`config.mk`:
```
export PLATFORM = sky130hd
export DESIGN_NAME = ptw_ctrl
export DESIGN_NICKNAME = d
export VERILOG_FILES = /design/src/ptw_pkg.sv /design/src/ptw_ctrl.sv
export SDC_FILE = /design/constraint.sdc
export NUM_CORES = 1
export LEC_CHECK = 0
export BUFFER_PORTS_ARGS = -buffer_cell sky130_fd_sc_hd__buf_4
export CORE_UTILIZATION = 50
export DETAILED_ROUTE_END_ITERATION = 8
export PLACE_DENSITY = 0.75
export SLEW_MARGIN = 20
export SYNTH_ARGS = -nofsm -noshare
export SYNTH_HDL_FRONTEND = slang
export SYNTH_SLANG_ARGS = --single-unit
```
`constraint.sdc`:
```
create_clock -name clk_i -period 2.5 [get_ports clk_i]
set_clock_uncertainty 0.2 [all_clocks]
set_input_delay 0.125 -clock clk_i [delete_from_list [all_inputs] [get_ports clk_i]]
set_output_delay 0.125 -clock clk_i [all_outputs]
set_load 0.005 [all_outputs]
```
`src/ptw_pkg.sv`:
```
package ptw_pkg;

  localparam int unsigned TableFrames = 64;
  localparam int unsigned FrameW      = $clog2(TableFrames);
  localparam int unsigned SlotW       = 9;
  localparam int unsigned SlotCount   = 1 << SlotW;
  localparam int unsigned MemDepth    = TableFrames * SlotCount;
  localparam int unsigned AddrW       = FrameW + SlotW;
  localparam int unsigned NextW       = $clog2(TableFrames + 1);
  localparam int unsigned EntryW      = 64;
  localparam int unsigned PhysW       = 52;
  localparam int unsigned InDataW     = 184;
  localparam int unsigned OutDataW    = 120;

  localparam logic [EntryW-1:0] FrameMask = 64'h000F_FFFF_FFFF_F000;
  localparam int unsigned BitPresent  = 0;
  localparam int unsigned BitHuge     = 7;

  typedef enum logic [2:0] {
    ActMap       = 3'd0,
    ActUnmap     = 3'd1,
    ActResolve   = 3'd2,
    ActReadFlags = 3'd3,
    ActRewrite   = 3'd4
  } action_e;

  typedef enum logic [1:0] {
    StOk       = 2'd0,
    StNoMem    = 2'd1,
    StMapped   = 2'd2,
    StNotFound = 2'd3
  } status_e;

  localparam logic CfgUserBoundary = 1'b0;
  localparam logic CfgTablesActive = 1'b1;

  typedef struct packed {
    logic    accept;
    logic    rd;
    logic    adv;
    logic    alloc;
    logic    clr;
    logic    wr;
    logic    wr_table;
    logic    res;
    status_e status;
  } cmd_t;

  typedef struct packed {
    logic [2:0] action;
    logic       present;
    logic       huge;
    logic       first;
    logic       leaf;
    logic       no_frame;
    logic       wvalid;
    logic       clr_last;
    logic       out_free;
  } sts_t;

endpackage

```
`src/ptw_ctrl.sv`:
```
module ptw_ctrl (
  input  logic          clk_i,
  input  logic          rst_ni,
  input  logic          in_valid_i,
  output logic          in_ready_o,
  input  ptw_pkg::sts_t sts_i,
  output ptw_pkg::cmd_t cmd_o
);

  typedef enum logic [6:0] {
    SIdle  = 7'b0000001,
    SRead  = 7'b0000010,
    SEval  = 7'b0000100,
    SCheck = 7'b0001000,
    SClear = 7'b0010000,
    SWrite = 7'b0100000,
    SDone  = 7'b1000000
  } state_e;

  state_e           state_q, state_d;
  ptw_pkg::status_e st_q, st_d;
  logic             kind_q, kind_d;

  always_comb begin
    state_d    = state_q;
    st_d       = st_q;
    kind_d     = kind_q;
    cmd_o      = '0;
    cmd_o.status = st_q;
    cmd_o.wr_table = kind_q;
    in_ready_o = state_q == SIdle;
    case (state_q)
      SIdle: begin
        if (in_valid_i) begin
          cmd_o.accept = 1'b1;
          state_d = SRead;
        end
      end
      SRead: begin
        cmd_o.rd = 1'b1;
        state_d = SEval;
      end
      SEval: begin
        if (sts_i.leaf || (sts_i.huge && !sts_i.first)) begin
          state_d = SDone;
          case (sts_i.action)
            ptw_pkg::ActMap: begin
              if (sts_i.present) begin
                st_d = ptw_pkg::StMapped;
              end else begin
                kind_d  = 1'b0;
                state_d = SCheck;
              end
            end
            ptw_pkg::ActUnmap, ptw_pkg::ActRewrite: begin
              if (!sts_i.present) begin
                st_d = ptw_pkg::StNotFound;
              end else begin
                kind_d  = 1'b0;
                state_d = SCheck;
              end
            end
            ptw_pkg::ActResolve: begin
              st_d = sts_i.present ? ptw_pkg::StOk : ptw_pkg::StNotFound;
            end
            ptw_pkg::ActReadFlags: begin
              st_d = ptw_pkg::StOk;
            end
            default: begin
              st_d = ptw_pkg::StNotFound;
            end
          endcase
        end else if (!sts_i.present) begin
          if (sts_i.action != ptw_pkg::ActMap) begin
            st_d    = ptw_pkg::StNotFound;
            state_d = SDone;
          end else if (sts_i.no_frame) begin
            st_d    = ptw_pkg::StNoMem;
            state_d = SDone;
          end else begin
            cmd_o.alloc = 1'b1;
            kind_d  = 1'b1;
            state_d = SCheck;
          end
        end else begin
          cmd_o.adv = 1'b1;
          state_d = SRead;
        end
      end
      SCheck: begin
        state_d = sts_i.wvalid ? SWrite : SClear;
      end
      SClear: begin
        cmd_o.clr = 1'b1;
        if (sts_i.clr_last) begin
          state_d = SWrite;
        end
      end
      SWrite: begin
        cmd_o.wr = 1'b1;
        if (kind_q) begin
          state_d = SRead;
        end else begin
          st_d    = ptw_pkg::StOk;
          state_d = SDone;
        end
      end
      SDone: begin
        if (sts_i.out_free) begin
          cmd_o.res = 1'b1;
          state_d = SIdle;
        end
      end
      default: begin
        state_d = SIdle;
      end
    endcase
  end

  always_ff @(posedge clk_i or negedge rst_ni) begin
    if (!rst_ni) begin
      state_q <= SIdle;
      st_q    <= ptw_pkg::StOk;
      kind_q  <= 1'b0;
    end else begin
      state_q <= state_d;
      st_q    <= st_d;
      kind_q  <= kind_d;
    end
  end

endmodule

```
==> results.toml, run 1 <==
[outcome]
status = "complete, no violations"

[global_routing]
grt_pass1_wl_mm = 3.39
antenna_found_initial = 0
grt_overflow_total = 0
grt_pass1_vias = 779
grt_start_max_net_pins = 15
grt_usage_pct = 24.3

[drt]
drt-initial-drc-count = 30
firstDrtPassIters = 4
drc_errors = 0
vias = 880
wl_per_cell_um = 14.3
antenna_left = 0
vias_per_cell = 6.07
wl_mm = 2.07

[die]
start_util_pct = 55.3
die_area_mm2 = 0.00187
die_h_um = 43.3
fp.dieW_um = 43.3
core_area_mm2 = 0.00154
num_rows = 14
io_pins = 25

[setup_path]
crit_arrival_ns = 2.30
critPathCaptureType = "flip-flop"
cp.required_ns = 2.49
slowest_delay_ns = 0.56
path_class = "flip-flop to flip-flop"
cp_cell_sequence = "nor2_1 > nand4_1 > o31a_1 > dlygate4sd3_1 > a211oi_1"
cp_max_fo = 14
cp_num_buf_inv = 1
critPathTopFamily = "buffers and inverters"
slowest_stage = "dlygate4sd3_1"
startpoint_type = "flip-flop"

[power_and_ir_drop]
p_clk_share_pct = 22.6
netSwitchingPower_uw = 243
ir_drop_v = 0.000393
seqPwrFrac_pct = 34.7
intPower_uw = 434
share_comb_of_total_power_pct = 42.8
switching_share_pct = 35.9
p_per_area_mw_per_mm2 = 618
power.leakage_uw = 0.000471

[logic_synthesis]
synthTopCellsByArea = "dfrtp_1 26%, nor2_1 5.7%, mux2i_1 4.7%, a211oi_1 3.5%, nor3b_1 3.5%"
yosysWarnings = 0
yosysUniqueCellTypes = 40
synth_top_area_share_pct = 26.4
synth_nets = 118
synthArstFlopShare_pct = 100
seq_area_frac_synth_pct = 29.5
ys_seq_elements = 10
syn_inst = 104
syn_area_per_cell_um2 = 8.19
synth_edf_count = 0
ys.flop_type = "dfrtp_1"
yosysTopAreaCell = "dfrtp_1"
mappedNetlistArea_um2 = 852

[clocking]
ctsHtreeMaxLevel = 1
cts_sinks = 10
clk-insertion-delay-late_ns = 0.27
numCtsBuffers = 3
cts.clk_slew.worst_paths_ns = 0.08
cts_tree = "done"
postCtsSetupRepairBufs = 0
cts_resized = 0
clockRootBuffer = "clkbuf_4"
cts_max_path_buffers = 2
hold_buffers = 6

[layout]
nets = 144
finish.instance_area_mm2 = 0.00110
n_antenna_cell = 0
area_growth_pct = 28.6
drive_gt1_share_pct = 24.8

[timing]
grt_setup_unrepaired = "no"
finalMaxSlewViolations = 0
period_needed_ns = 2.31
setup_tns_ns = 0
slew_headroom_pct = 62.8
hold_violations = 0
tightest_slew_ns = 0.555
fin_crit_sh_pct = 92.6
max_freq_mhz = 432
setup_viol = 0

[placed_design]
placed_area_um2 = 1000
dp_hpwl_mm = 1.46
place_congestion = 0.854
port_buffers = 24

[hold_path]
hold_path_class = "input pin to async pin"

[run]
cap_violations = 0
## per-stage QoR
stage | cells | hold WS, ns | utilization (%) | total power [µW] | setup slack, ns
floorplan | 104 | -0.371 | - | 439 | 0.476
global placement | 135 | -0.236 | 64.9 | 515 | 0.513
detailed placement | 135 | -0.232 | 64.9 | 520 | 0.481
CTS | 145 | 0.0149 | 71.1 | 680 | 0.221
global route | 145 | 0.0229 | 71.1 | 725 | 0.0273
finish | 145 | 0.0203 | 71.1 | 677 | 0.186
## kinds of logic after synthesis
group	after synthesis	share of synthesized area, %
XOR/XNOR	4	4.11
AND/OR/NAND/NOR	52	34.5
multiplexers	4	4.70
flip-flops	10	29.5
AO/OA/AOI/OAI	22	19.7
buffers and inverters	12	7.49
## final cells by class
| class | count | area (µm²) |
|---|---|---|
| clock buffers | 4 | 36.3 |
| fillers | 140 | 445 |
| multi-input cells | 82 | 537 |
| flip-flops and latches | 10 | 251 |
| inverters | 3 | 11.3 |
| repair buffers | 30 | 240 |
| well taps | 16 | 20.0 |
## state kept, by name (all words and copies together) (netlist names)
register / cells
kind_q: 1
st_q: 2
state_q: 7
## final timing paths
kind / from / to / slack (ns) / cells past startpoint
worst min-delay path: rst_ni / state_q[3] / 0.02 / 2
worst max-delay path: state_q[4] / kind_q / 0.19 / 5
max in group asynchronous: rst_ni / state_q[0] / 1.86 / 2
min in group clk_i: sts_i[2] / state_q[5] / 0.02 / 5
worst max register to register: state_q[4] / kind_q / 0.19 / 5
worst min register to register: st_q[0] / st_q[0] / 0.33 / 2
## layout by cell type, fill, tap and decap left out, types with 2 or more instances in the layout
| master | instances |
|---|---|
| nor3_1 | 5 |
| nor3b_1 | 4 |
| o31a_1 | 2 |
| o22ai_1 | 2 |
| o21a_1 | 2 |
| a211oi_1 | 4 |
| buf_4 | 24 |
| nor2b_1 | 2 |
| nand2b_1 | 4 |
| or4_1 | 2 |
| nor4b_1 | 2 |
| inv_1 | 3 |
| xnor2_1 | 3 |
| nand2_1 | 6 |
| dfrtp_1 | 9 |
| nor2_1 | 13 |
| nor4_1 | 3 |
| a2111oi_0 | 2 |
| nand4_1 | 3 |
| mux2i_1 | 4 |
| a21oi_1 | 2 |
| clkbuf_4 | 3 |
| dlygate4sd3_1 | 6 |
| or4_4 | 2 |
| nand3_1 | 2 |
## power by group through the flow
stage               Clock [µW]  Combinational [µW]  Sequential [µW]
floorplan                    0                 215              224
global placement             0                 281              234
detailed placement           0                 283              237
CTS                        156                 290              234
global route               166                 319              240
finish                     153                 290              235
## cells in the mapped netlist, types with 3 or more instances
library cell   n
a211oi_1       4
clkbuf_1       5
dfrtp_1        9
inv_1          3
mux2i_1        4
nand2_1        6
nand2b_1       4
nand4_1        3
nor2_1        13
nor3_1         5
nor3b_1        4
nor4_1         3
xnor2_1        3
## per-layer routing
layer / vias up / part of all wire [%] / routed length (µm) / track usage, %
li1: 442 / - / - / -
met5: - / 0 / 0 / 0
met4: 0 / 0 / 0 / 7.88
met2: 34 / 46 / 943 / 35.2
met3: 0 / 5.9 / 122 / 6.38
met1: 404 / 48 / 1000 / 34.8
No activity file was read; power rests on OpenSTA's default activity.
==> run 2, diff against run 1 <==
--- a/config.mk
+++ b/config.mk
@@ -7,6 +7,7 @@
 export LEC_CHECK = 0
 export BUFFER_PORTS_ARGS = -buffer_cell sky130_fd_sc_hd__buf_4
 export CORE_UTILIZATION = 50
+export CTS_BUF_LIST = sky130_fd_sc_hd__clkbuf_16
 export DETAILED_ROUTE_END_ITERATION = 8
 export PLACE_DENSITY = 0.75
 export SLEW_MARGIN = 20
==> run 2 against run 1 <==
The flow now finishes with violations (hold timing). Core utilization increased by 0.81 points. Maximum frequency is 11% higher. Via count decreased by 0.11%. Power rose by 20%. Global-route usage shrank 0.088 points. Largest cell class unchanged. Highest routed layer is now met4.
==> results.toml, run 2 (synthesis results as in run 1) <==
[drt]
vias = 879
firstDrtPassIters = 4
wl_met2_um = 940
drt-met1-wl_mm = 1.02
drc_errors = 0
vias_per_cell = 6.19
met3_length_um = 108
antenna_left = 0
drt-initial-drc-count = 37
wl_per_cell_um = 14.7
wl_mm = 2.09
highest_layer = "met4"

[setup_path]
critPathCaptureType = "primary output"
rrSetupSlack_ns = 0.48
rr_startpoint = "state_q[2]"
path_class = "flip-flop to primary output"
cp_max_fo = 14
worstRegToRegCells = 4
startpoint_type = "flip-flop"
crit_arrival_ns = 1.76
reg2reg_to = "st_q[1]"
cp.required_ns = 2.17
startpoint = "state_q[4]"

[timing]
setup_viol = 0
finalMaxSlewViolations = 0
slew_headroom_pct = 62.6
grt_setup_unrepaired = "no"
hold_violations = 1
max_freq_mhz = 480
hold_slack_ns = -0.00304
tightest_slew_ns = 0.557
setup_tns_ns = 0
period_needed_ns = 2.08
fin_crit_sh_pct = 83.3

[die]
die_area_mm2 = 0.00187
core_area_mm2 = 0.00154
num_rows = 14
start_util_pct = 55.3
die_h_um = 43.3
io_pins = 25
fp.dieW_um = 43.3

[hold_path]
hold_depth = 4
min_from = "sts_i[2]"
hold_path_end = "state_q[4]"
hold_path_class = "input pin to flip-flop"

[layout]
mostFrequentLayoutCell = "buf_4"
n_antenna_cell = 0
drive_gt1_share_pct = 24.6
area_growth_pct = 30.1
mostFrequentLayoutCells = "24 x buf_4, 13 x nor2_1, 9 x dfrtp_1"
largest_reg_flops = 7
reg.largest.list = "state_q (7), st_q (2), kind_q (1)"
largest_register = "state_q"
finish.instance_area_mm2 = 0.00111
nets = 141

[clocking]
cts_tree = "done"
clockRootBuffer = "clkbuf_16"
cts_sinks = 10
cts_resized = 0
postCtsSetupRepairBufs = 0
cts_max_path_buffers = 2
hold_buffers = 3
clk-insertion-delay-late_ns = 0.24
numCtsBuffers = 3
cts.clk_slew.worst_paths_ns = 0.04
ctsHtreeMaxLevel = 1

[outcome]
status = "complete, but fails checks"
violations = "hold timing"

[global_routing]
grt_pass1_wl_mm = 3.39
grt_pass1_vias = 769
grt_usage_pct = 24.2
grt_start_max_net_pins = 15
antenna_found_initial = 0
grt_overflow_total = 0

[power_and_ir_drop]
finalPower_uw = 815
ir_drop_v = 0.000421
power.leakage_uw = 0.000476
p_per_area_mw_per_mm2 = 735

[placed_design]
dp_hpwl_mm = 1.46
placed_area_um2 = 1000
place_congestion = 0.854
port_buffers = 24

[run]
cap_violations = 0
[run 2: changes by cell type in the layout (fill, tap and decap cells not counted)]
cell,previous run,this run
clkbuf_4,3,0
clkbuf_8,1,0
clkbuf_16,0,3
clkinv_1,0,1
dlygate4sd3_1,6,3
[run 2: per-layer routing]
| metal | vias to the layer above | global-route usage, % |
|---|---|---|
| li1 | 437 | - |
| met1 | 411 | 35.9 |
| met2 | 28 | 35.2 |
| met3 | 3 | 5.11 |
| met4 | 0 | 6.67 |
| met5 | - | 0 |
[run 2: worst max path at each step]
stage                          end  cells after the start
after floorplan            st_q[0]                      6
after global placement     st_q[1]                      4
after detailed placement   st_q[1]                      4
after CTS                 cmd_o[6]                      5
after global routing      cmd_o[6]                      5
final                     cmd_o[6]                      5
[run 2: power by group]
group	total, µW	switching [µW]	internal (µW)
clock	288	78.0	210
sequential	236	38.3	198
combinational	290	144	147
total	815	260	555
[run 2: worst max-delay path, stage by stage, from the launching register on]
cell and delay [ns]:
dfrtp_1 0.53, nor2_1 0.25, nand4_1 0.20, nor2_1 0.24, and3_1 0.20, buf_4 0.11
[run 2: layout make-up]
cell class,instances,area [µm²]
repair buffers,27,210
inverters,3,11.3
fillers,131,433
clock buffers,3,75.1
multi-input cells,82,537
well taps,16,20.0
flip-flops and latches,10,251
clock inverters,1,3.75
[run 2: through the flow]
step / util, % / instances / setup WS, ns
2_1_floorplan: - / 104 / 0.476
3_3_place_gp: 64.9 / 135 / 0.513
3_5_place_dp: 64.9 / 135 / 0.481
4_1_cts: 71.9 / 142 / 0.437
5_1_grt: 71.9 / 142 / 0.278
6_report: 71.9 / 142 / 0.416
==> run 3, diff against run 2 <==
--- a/config.mk
+++ b/config.mk
@@ -6,10 +6,10 @@
 export NUM_CORES = 1
 export LEC_CHECK = 0
 export BUFFER_PORTS_ARGS = -buffer_cell sky130_fd_sc_hd__buf_4
-export CORE_UTILIZATION = 50
+export CORE_UTILIZATION = 45
 export CTS_BUF_LIST = sky130_fd_sc_hd__clkbuf_16
 export DETAILED_ROUTE_END_ITERATION = 8
-export PLACE_DENSITY = 0.75
+export PLACE_DENSITY = 0.71
 export SLEW_MARGIN = 20
 export SYNTH_ARGS = -nofsm -noshare
 export SYNTH_HDL_FRONTEND = slang
==> constraint.sdc (replaced) <==
create_clock -name clk_i -period 1.8 [get_ports clk_i]
set_clock_uncertainty 0.2 [all_clocks]
set_input_delay 0.09 -clock clk_i [delete_from_list [all_inputs] [get_ports clk_i]]
set_output_delay 0.09 -clock clk_i [all_outputs]
set_load 0.005 [all_outputs]
==> run 3 against run 2 <==
Cell area increased by 31%. Routed wire length up 57%. The run ends with setup timing left. Highest routed layer unchanged. Die area increased by 11%. Cell count rose by 23%. Largest cell class unchanged. Sequential power rose by 34%.
==> results.toml, run 3 (synthesis results as in run 1) <==
[outcome]
status = "complete, but fails checks"
violations = "setup timing"

[setup_path]
crit_arrival_ns = 1.71
cp_max_fo = 6
cp.required_ns = 1.51
startpoint_type = "flip-flop"
critPathCaptureType = "primary output"
path_class = "flip-flop to primary output"
worstRegToRegCells = 7

[timing]
grt_setup_unrepaired = "yes"
hold_violations = 0
hold_slack_ns = 0.0187
period_needed_ns = 2.00
max_freq_mhz = 501
finalWorstSetupSlack_ns = -0.197
setup_viol = 11
slew_headroom_pct = 66.8
fin_crit_sh_pct = 111
finalMaxSlewViolations = 0
tightest_slew_ns = 0.486

[layout]
fin_cells = 175
drive_gt1_share_pct = 50.0
largest_register = "state_q"
mostFrequentLayoutCells = "41 x buf_4, 6 x nor2_1, 6 x dfrtp_1, 6 x buf_6"
nets = 165
mostFrequentLayoutCell = "buf_4"
finish.instance_area_mm2 = 0.00145
largest_reg_flops = 7
n_antenna_cell = 0
area_growth_pct = 70.0
reg.largest.list = "state_q (7), st_q (2), kind_q (1)"

[placed_design]
dp.cells = 158
port_buffers = 24
place_ws_ns = -0.00946
dp_hpwl_mm = 1.69
placed_area_mm2 = 0.00112
place_congestion = 0.882

[clocking]
cts_tree = "done"
clk-insertion-delay-late_ns = 0.24
cts_max_path_buffers = 2
clockRootBuffer = "clkbuf_16"
cts_sinks = 10
ctsHtreeMaxLevel = 1
numCtsBuffers = 3
cts.clk_slew.worst_paths_ns = 0.04

[global_routing]
grt_pass1_wl_mm = 4.32
grt_start_max_net_pins = 13
antenna_found_initial = 0
grt_overflow_total = 0
grt_pass1_vias = 906
grt_usage_pct = 29.3

[power_and_ir_drop]
p_per_area_mw_per_mm2 = 1090
power.leakage_uw = 0.000625
ir_drop_v = 0.000836
finalPower_uw = 1580

[die]
fp.dieW_um = 45.5
io_pins = 25
start_util_pct = 48.8
die_area_mm2 = 0.00207
num_rows = 15
die_h_um = 45.5
core_area_mm2 = 0.00175

[drt]
antenna_left = 0
drt-initial-drc-count = 33
vias_per_cell = 6.05
drc_errors = 0
firstDrtPassIters = 4
wl_per_cell_um = 18.8
wl_mm = 3.29
vias = 1059

[run]
cap_violations = 0

[hold_path]
hold_path_class = "input pin to async pin"
run 3: changes by cell type in the layout (fill, tap and decap cells not counted), moves of 3 or more:
cell | previous run | this run
buf_4 | 24 | 41
buf_6 | 0 | 6
dfrtp_1 | 9 | 6
dfrtp_2 | 0 | 3
nand2_1 | 6 | 3
nand2_2 | 0 | 3
nor2_1 | 13 | 6
nor2_2 | 0 | 3
nor2_4 | 0 | 4
run 3: area by class of cell:
type | instances | area [µm²]
clock buffer | 3 | 75.1
clock inverter | 1 | 3.75
fill | 97 | 297
inverter | 3 | 11.3
multi-input combinational | 82 | 657
sequential | 10 | 255
tap | 25 | 31.3
timing repair buffer | 51 | 415
run 3: metrics by stage:
step,util (%),setup TNS (ns)
after global routing,83.0,-1.58
final,83.0,-0.988
after global placement,63.9,0
after floorplan,-,-0.324
after CTS,76.5,-0.439
after detailed placement,63.9,-0.00946
run 3: where the power goes:
part | switching [µW] | leakage, µW | internal [µW] | total, µW
Combinational | 384 | 0.000465 | 477 | 861
Sequential | 41.6 | 0.000122 | 276 | 317
Clock | 105 | 0.0000385 | 291 | 397
Total | 531 | 0.000625 | 1040 | 1580
run 3: final timing paths:
path / from / end / slack (ns)
min: rst_ni / state_q[4] / 0.02
min reg2reg: st_q[0] / st_q[0] / 0.36
max in group asynchronous: rst_ni / state_q[0] / 1.16
max: state_q[1] / cmd_o[2] / -0.20
min in group clk_i: sts_i[9] / kind_q / 0.08
max reg2reg: state_q[2] / state_q[1] / -0.09
run 3: routing by layer:
metal	vias to the layer above	global-route usage, %	routed length (µm)
met4	0	10.3	67
met1	510	42.7	1430
met3	12	4.37	178
met2	56	44.0	1620
li1	481	-	-
met5	-	0	0
run 3: repair_timing:
action,CTS,global route
buffers inserted,4,5
gates cloned,0,0
setup endpoints to repair,7,13
pin swaps,7,8
endpoints found under the hold margin,12,0
hold buffers,4,0
gates resized for setup,17,18
run 3: critical path: stages (launching register included):
cell and delay (ns):
dfrtp_1 0.39, or4_4 0.55, buf_6 0.16, nor4_4 0.22
buf_4 0.15
